[src/sv/sfd_pkg.sv]
// ----------------------------------------------------------------------------
// sfd_pkg
// Shared types and constants for the sensor frame deframer.
// ----------------------------------------------------------------------------
package sfd_pkg;

  // Frame layout
  localparam int unsigned PAYLOAD_LEN = 6;
  localparam int unsigned CNT_W       = $clog2(PAYLOAD_LEN);

  // Header bytes, in order of arrival
  localparam logic [7:0] HDR0 = 8'hAA;
  localparam logic [7:0] HDR1 = 8'h55;
  localparam logic [7:0] HDR2 = 8'h0B;
  localparam logic [7:0] HDR3 = 8'hC0;

  // Field widths
  localparam int unsigned BYTE_W  = 8;
  localparam int unsigned TIME_W  = 32;
  localparam int unsigned ALT_W   = 16;
  localparam int unsigned IN_W    = 40;  // rx_byte + arrival_time, whole bytes
  localparam int unsigned OUT_W   = 80;  // result fields, whole bytes

  // Deframer phase
  typedef enum logic [2:0] {
    PH_HUNT    = 3'd0,
    PH_HDR1    = 3'd1,
    PH_HDR2    = 3'd2,
    PH_HDR3    = 3'd3,
    PH_PAYLOAD = 3'd4,
    PH_CHECK   = 3'd5
  } phase_e;

endpackage

[src/sv/sensor_frame_deframer.sv]
// ----------------------------------------------------------------------------
// sensor_frame_deframer
// Byte-serial deframer for an eleven-byte sensor frame with checksum.
// ----------------------------------------------------------------------------
// Usage:
//   The slave channel takes one received byte per transaction together with
//   its microsecond arrival time. The block hunts for the header AA 55 0B C0,
//   collects six payload bytes and a checksum byte, and emits one result
//   transaction on the master channel for each frame whose 8-bit byte sum is
//   zero. Bad frames and non-frame bytes produce nothing.
//   Each accepted start byte updates the start-to-start interval, which is
//   reported with the next good frame; tuser flags that two starts were seen.
//   Throughput: one byte per clock unless the output stalls. Each byte is
//   handled by next-state logic off the phase and checksum registers.
//   The result is valid in the cycle after the checksum byte's
//   transaction, from the output register.
//   Reset returns the block to the hunt with the checksum, interval and
//   start history cleared and the output register empty.
//   While a result waits in the output register, bytes keep flowing; only
//   when it is full and the receiver stalls is s_axis_tready held low.
// ----------------------------------------------------------------------------
module sensor_frame_deframer (
  input  logic                       clk_i,
  input  logic                       rst_ni,
  // Received bytes
  input  logic                       s_axis_tvalid,
  output logic                       s_axis_tready,
  input  logic [sfd_pkg::IN_W-1:0]   s_axis_tdata,   // [7:0] rx_byte, [39:8] arrival_time
  // Decoded frames
  output logic                       m_axis_tvalid,
  input  logic                       m_axis_tready,
  output logic [sfd_pkg::OUT_W-1:0]  m_axis_tdata,   // [7:0] flag_byte, [23:8] altitude_one,
                                                     // [39:24] altitude_two,
                                                     // [47:40] spare_byte,
                                                     // [79:48] frame_interval
  output logic                       m_axis_tuser    // [0] interval_valid
);

  // Input fields
  logic [sfd_pkg::BYTE_W-1:0] rx_byte;
  logic [sfd_pkg::TIME_W-1:0] arrival_time;
  assign rx_byte      = s_axis_tdata[sfd_pkg::BYTE_W-1:0];
  assign arrival_time = s_axis_tdata[sfd_pkg::BYTE_W +: sfd_pkg::TIME_W];

  // State
  sfd_pkg::phase_e             phase_q, phase_d;
  logic [sfd_pkg::BYTE_W-1:0]  sum_q, sum_d;
  logic [sfd_pkg::CNT_W-1:0]   cnt_q, cnt_d;
  logic [sfd_pkg::BYTE_W-1:0]  store_q [sfd_pkg::PAYLOAD_LEN];
  logic                        seen_start_q, seen_start_d;
  logic                        second_start_q, second_start_d;
  logic [sfd_pkg::TIME_W-1:0]  last_start_q, last_start_d;
  logic [sfd_pkg::TIME_W-1:0]  interval_q, interval_d;

  // Output register
  logic                        out_valid_q;
  logic [sfd_pkg::OUT_W-1:0]   out_data_q;
  logic                        out_user_q;

  logic                        in_fire;
  logic                        store_we;
  logic                        frame_good;
  logic [sfd_pkg::BYTE_W-1:0]  byte_sum;

  // Take a byte unless a result is stuck in the output register
  assign s_axis_tready = !out_valid_q || m_axis_tready;
  assign in_fire       = s_axis_tvalid && s_axis_tready;
  assign byte_sum      = sum_q + rx_byte;
  assign store_we      = in_fire && (phase_q == sfd_pkg::PH_PAYLOAD);

  // Next state for one byte
  always_comb begin
    phase_d        = phase_q;
    sum_d          = sum_q;
    cnt_d          = cnt_q;
    seen_start_d   = seen_start_q;
    second_start_d = second_start_q;
    last_start_d   = last_start_q;
    interval_d     = interval_q;
    frame_good     = 1'b0;
    if (in_fire) begin
      case (phase_q)
        sfd_pkg::PH_HUNT: begin
          if (rx_byte == sfd_pkg::HDR0) begin
            sum_d = byte_sum;
            if (!seen_start_q) begin
              seen_start_d = 1'b1;
            end else begin
              interval_d     = arrival_time - last_start_q;
              second_start_d = 1'b1;
            end
            last_start_d = arrival_time;
            phase_d      = sfd_pkg::PH_HDR1;
          end else begin
            sum_d = '0;
          end
        end
        sfd_pkg::PH_HDR1: begin
          if (rx_byte == sfd_pkg::HDR1) begin
            sum_d   = byte_sum;
            phase_d = sfd_pkg::PH_HDR2;
          end else begin
            sum_d   = '0;
            phase_d = sfd_pkg::PH_HUNT;
          end
        end
        sfd_pkg::PH_HDR2: begin
          if (rx_byte == sfd_pkg::HDR2) begin
            sum_d   = byte_sum;
            phase_d = sfd_pkg::PH_HDR3;
          end else begin
            sum_d   = '0;
            phase_d = sfd_pkg::PH_HUNT;
          end
        end
        sfd_pkg::PH_HDR3: begin
          if (rx_byte == sfd_pkg::HDR3) begin
            sum_d   = byte_sum;
            phase_d = sfd_pkg::PH_PAYLOAD;
          end else begin
            sum_d   = '0;
            phase_d = sfd_pkg::PH_HUNT;
          end
        end
        sfd_pkg::PH_PAYLOAD: begin
          sum_d = byte_sum;
          if (cnt_q == sfd_pkg::CNT_W'(sfd_pkg::PAYLOAD_LEN - 1)) begin
            cnt_d   = '0;
            phase_d = sfd_pkg::PH_CHECK;
          end else begin
            cnt_d = cnt_q + 1'b1;
          end
        end
        sfd_pkg::PH_CHECK: begin
          frame_good = (byte_sum == '0);
          sum_d      = '0;
          phase_d    = sfd_pkg::PH_HUNT;
        end
        default: begin
          sum_d   = '0;
          phase_d = sfd_pkg::PH_HUNT;
        end
      endcase
    end
  end

  // Control state
  always_ff @(posedge clk_i or negedge rst_ni) begin
    if (!rst_ni) begin
      phase_q        <= sfd_pkg::PH_HUNT;
      sum_q          <= '0;
      cnt_q          <= '0;
      seen_start_q   <= 1'b0;
      second_start_q <= 1'b0;
      last_start_q   <= '0;
      interval_q     <= '0;
    end else begin
      phase_q        <= phase_d;
      sum_q          <= sum_d;
      cnt_q          <= cnt_d;
      seen_start_q   <= seen_start_d;
      second_start_q <= second_start_d;
      last_start_q   <= last_start_d;
      interval_q     <= interval_d;
    end
  end

  // Payload bytes, written in arrival order
  always_ff @(posedge clk_i) begin
    if (store_we) begin
      store_q[cnt_q] <= rx_byte;
    end
  end

  // Result register: loaded on a good checksum, emptied by the receiver
  always_ff @(posedge clk_i or negedge rst_ni) begin
    if (!rst_ni) begin
      out_valid_q <= 1'b0;
    end else if (frame_good) begin
      out_valid_q <= 1'b1;
    end else if (m_axis_tready) begin
      out_valid_q <= 1'b0;
    end
  end

  always_ff @(posedge clk_i) begin
    if (frame_good) begin
      out_data_q <= {interval_q, store_q[5], store_q[4], store_q[3],
                     store_q[2], store_q[1], store_q[0]};
      out_user_q <= second_start_q;
    end
  end

  assign m_axis_tvalid = out_valid_q;
  assign m_axis_tdata  = out_data_q;
  assign m_axis_tuser  = out_user_q;

endmodule

[config.mk]
export PLATFORM = sky130hd
export DESIGN_NAME = sensor_frame_deframer
export DESIGN_NICKNAME = d
export VERILOG_FILES = /design/src/sv/sfd_pkg.sv /design/src/sv/sensor_frame_deframer.sv
export SDC_FILE = /design/constraint.sdc
export NUM_CORES = 1
export LEC_CHECK = 0
export BUFFER_PORTS_ARGS = -buffer_cell sky130_fd_sc_hd__clkbuf_2
export CORE_MARGIN = 4
export CORE_UTILIZATION = 40
export CTS_BUF_LIST = sky130_fd_sc_hd__clkbuf_8
export DETAILED_ROUTE_END_ITERATION = 8
export SLEW_MARGIN = 20
export SYNTH_ARGS = -nofsm -noshare
export SYNTH_HDL_FRONTEND = slang
export SYNTH_SLANG_ARGS = --single-unit
[constraint.sdc]
create_clock -name clk_i -period 8.42 [get_ports clk_i]
set_clock_uncertainty 0.2 [all_clocks]
set_input_delay 1.263 -clock clk_i [delete_from_list [all_inputs] [get_ports clk_i]]
set_output_delay 1.263 -clock clk_i [all_outputs]
set_load 0.1 [all_outputs]
==> results by group <==
Outcome
  – Status: finished clean

Timing
  – Crit share post-route: 46.95%
  – Fin. Hold Viols: 0
  – Setup ws final: 4.467 ns
  – Fin crit period: 3.953 ns
  – RSZ-0062 raised after global routing: false
  – Rel. slew slack: 42.42%
  – Final setup viols: 0
  – Setup TNS: 0 ns
  – Fmax: 0.2530 GHz
  – Worst-Margin Slew: 0.8606 ns
  – Worst hold slack: 0.2084 ns
  – Fin. max-slew vios: 0

Routing
  – Via count: 5891
  – DRT iter0 DRCs: 262
  – Remaining antenna violation count: 0
  – WL final: 18.77 mm
  – 1st-pass router iterations: 4
  – Avg WL per Cell: 15.80 microns
  – DRC viols: 0
  – Via density: 4.959

Cells and area
  – Layout area overhead: 18.42%
  – Fin nets: 964
  – Most common cell after layout, fill and taps aside: edfxtp_1
  – Layout cell share with drive strength beyond 1: 23.46%
  – Most frequent cells in the layout: edfxtp_1, clkbuf_2, nand2_1
  – # diodes: 0
  – Layout Cells excl Fill: 1188

Global routing
  – Initial antenna violation count: 0
  – Global Route Usage Sum: 15.06%
  – First-pass GRT wire length: 31.42 mm
  – Vias in the first global route: 6124
  – Largest net degree at the start of global routing: 64
  – Remaining global-route overflow: 0

Worst setup path
  – Critical Setup Path Class: input pin to flop
  – CP Buf/Inv Count: 3
  – Worst r2r src: sum_q[0]
  – Cell Chain, Critical Path: clkbuf_2, ha_1, inv_1, fa_1, nand4b_1, or4_1, or4_4, nor3_4, buf_4
  – Crit path arrival time: 3.88 ns
  – Worst EP required: 8.34 ns
  – Crit start category: input pin
  – Reg-to-reg slack, setup: 5.09 ns
  – FF-to-FF path depth: 8
  – CP startpoint: s_axis_tdata[0]
  – CP peak stage delay: 0.50 ns
  – Cell family with most CP delay: simple AND/OR/NAND/NOR gates
  – Critical Path Sink Type: flop
  – Slowest cell on the critical path: fa_1
  – Crit-path max FO: 43
  – Crit Reg-Reg Endpoint: m_axis_tdata[7]

Logic synthesis
  – Netlist cell types: 64
  – Async SR Flop Fraction: 38.57%
  – Adder-Cell Fraction of Synth Area: 5.655%
  – Main combinational cell family by area after synthesis: compound AO/OA/AOI/OAI gates
  – Post-synth EDFFs: 129
  – Simple-gate portion of the synthesized area: 9.031%
  – Synth Area per Inst: 12.49 sq um
  – Post-Syn Area: 9116 sq um
  – Net count after synthesis: 814
  – #FFs+latches synth: 210
  – Mapped Cells: 730
  – Synth Flop Type: edfxtp_1
  – Compound-Gate Fraction of Synth Area: 13.38%
  – Top cell type's share of synthesized area: 42.49%
  – Post-synthesis mux area share: 0.5764%
  – Yosys warnings: 0
  – Top cells by area, synth: edfxtp_1, dfrtp_1, ha_1
  – Xor/xnor share of the synthesized area: 3.363%
  – Seq/Total Area, Yosys: 64.73%
  – Cell taking the most area after synthesis: edfxtp_1

Power
  – Combinational share of power: 10.5%
  – Worst vdd ir: 0.00009068 V
  – Clock power frac: 39.7%
  – Flop pwr share: 49.8%
  – Pleak: 4.704 nW
  – Switching power: 0.5545 mW
  – Switch share: 24.46%
  – PD cells: 210.0 nW/um^2
  – Internal: 1.712 mW
  – Tot Pwr: 2.267 mW

Floorplanning
  – Die Wd: 159.0 microns
  – Core area: 22090 sq um
  – I/O pin count: 127
  – Row count: 54
  – Die ar.: 25270 sq um
  – Initial Util: 41.26%
  – Die Height: 159.0 microns

Min path
  – Hold Crit Class: flop to flop
  – Hold Crit Depth: 0
  – Hold Path End: m_axis_tdata[21]
  – Min-delay src: store_q[2][5]

Clock network
  – Post-CTS Hold Fix Bufs: 0
  – CTS root buf: clkbuf_8
  – Clock tree buffer depth: 3
  – H-tree depth: 2
  – CTS clk-pin slew, worst paths: 0.06 ns
  – Inserted Clock Buffers: 36
  – Post-CTS sizing: 0
  – Clk_lat worst skew: 0.51 ns
  – TritonCTS clock tree: built
  – Num Clock Sinks: 210
  – Setup bufs post-CTS: 0

Placed design
  – Count of input and output buffers: 126
  – Dpl ws: 3.941 ns
  – GP Congestion: 0.8369
  – HPWL Detailed: 13.27 mm
  – Placed insts: 1122

Job
  – Max cap viols: 0
-- how the worst max path moves through the flow --
stage | endpoint | cells after the start
after floorplan | m_axis_tdata[0] | 5
after global placement | m_axis_tuser | 9
after detailed placement | m_axis_tdata[15] | 9
after CTS | m_axis_tdata[15] | 9
after global routing | m_axis_tdata[7] | 9
final | m_axis_tdata[7] | 9
-- state kept, by name (all words and copies together), names as in the netlist --
register,cells
phase_q,3
m_axis_tuser,1
second_start_q,1
seen_start_q,1
m_axis_tvalid,1
sum_q,8
last_start_q,32
m_axis_tdata,80
store_q,48
cnt_q,3
interval_q,32
-- routing by layer --
layer  global-route usage (%)  vias to the layer above  share of wire, %
li1                         -                     2944                 -
met4                    4.813                        0               2.1
met5                        0                        -                 0
met2                    24.51                      167                46
met3                    3.987                       38               5.7
met1                    19.86                     2742                46
-- through the flow --
| stage | util, % | area [sq um] |
|---|---|---|
| detailed placement | 45.54 | 10060 |
| finish | 48.86 | 10800 |
| CTS | 48.84 | 10790 |
| global placement | 45.54 | 10060 |
| global route | 48.86 | 10800 |
| floorplan | - | 9121 |
-- power groups by stage --
stage,clock network (mW),registers (mW),logic [mW]
floorplan,0,1.14,0.174
global placement,0,1.15,0.236
detailed placement,0,1.15,0.237
CTS,0.938,1.13,0.239
global route,0.992,1.13,0.269
finish,0.901,1.13,0.238
-- cell type report --
cell class | instances | area [sq um]
clock buffer | 44 | 605.6
inverter | 46 | 172.7
tap | 280 | 350.3
timing repair buffer | 135 | 700.7
fill | 2017 | 11300
multi-input combinational | 451 | 2942
clock inverter | 22 | 123.9
sequential | 210 | 5901
-- cells in the mapped netlist, types with 5 or more instances --
cell type	number
o21ai_0	48
clkbuf_1	12
buf_2	5
o21bai_1	9
nor2_1	27
nand3_1	7
a21o_1	7
nand2_1	96
ha_1	38
nor3_1	9
inv_1	46
nor2b_1	6
dfrtp_1	81
o21ai_1	39
edfxtp_1	129
o21a_1	8
nand4_1	8
a31oi_1	5
a21oi_1	34
nand2b_1	9
a22o_1	6
xnor2_1	18
xor2_1	17
-- logic make-up after synthesis --
family / count (synthesis)
buffers and inverters: 69
DFF: 210
muxes: 5
and+or+nand+nor: 181
xor gates and xnor gates: 35
adders and majority gates: 40
AOI/OAI and AO/OA: 190
Note: power is estimated with default switching activity, not from simulation.
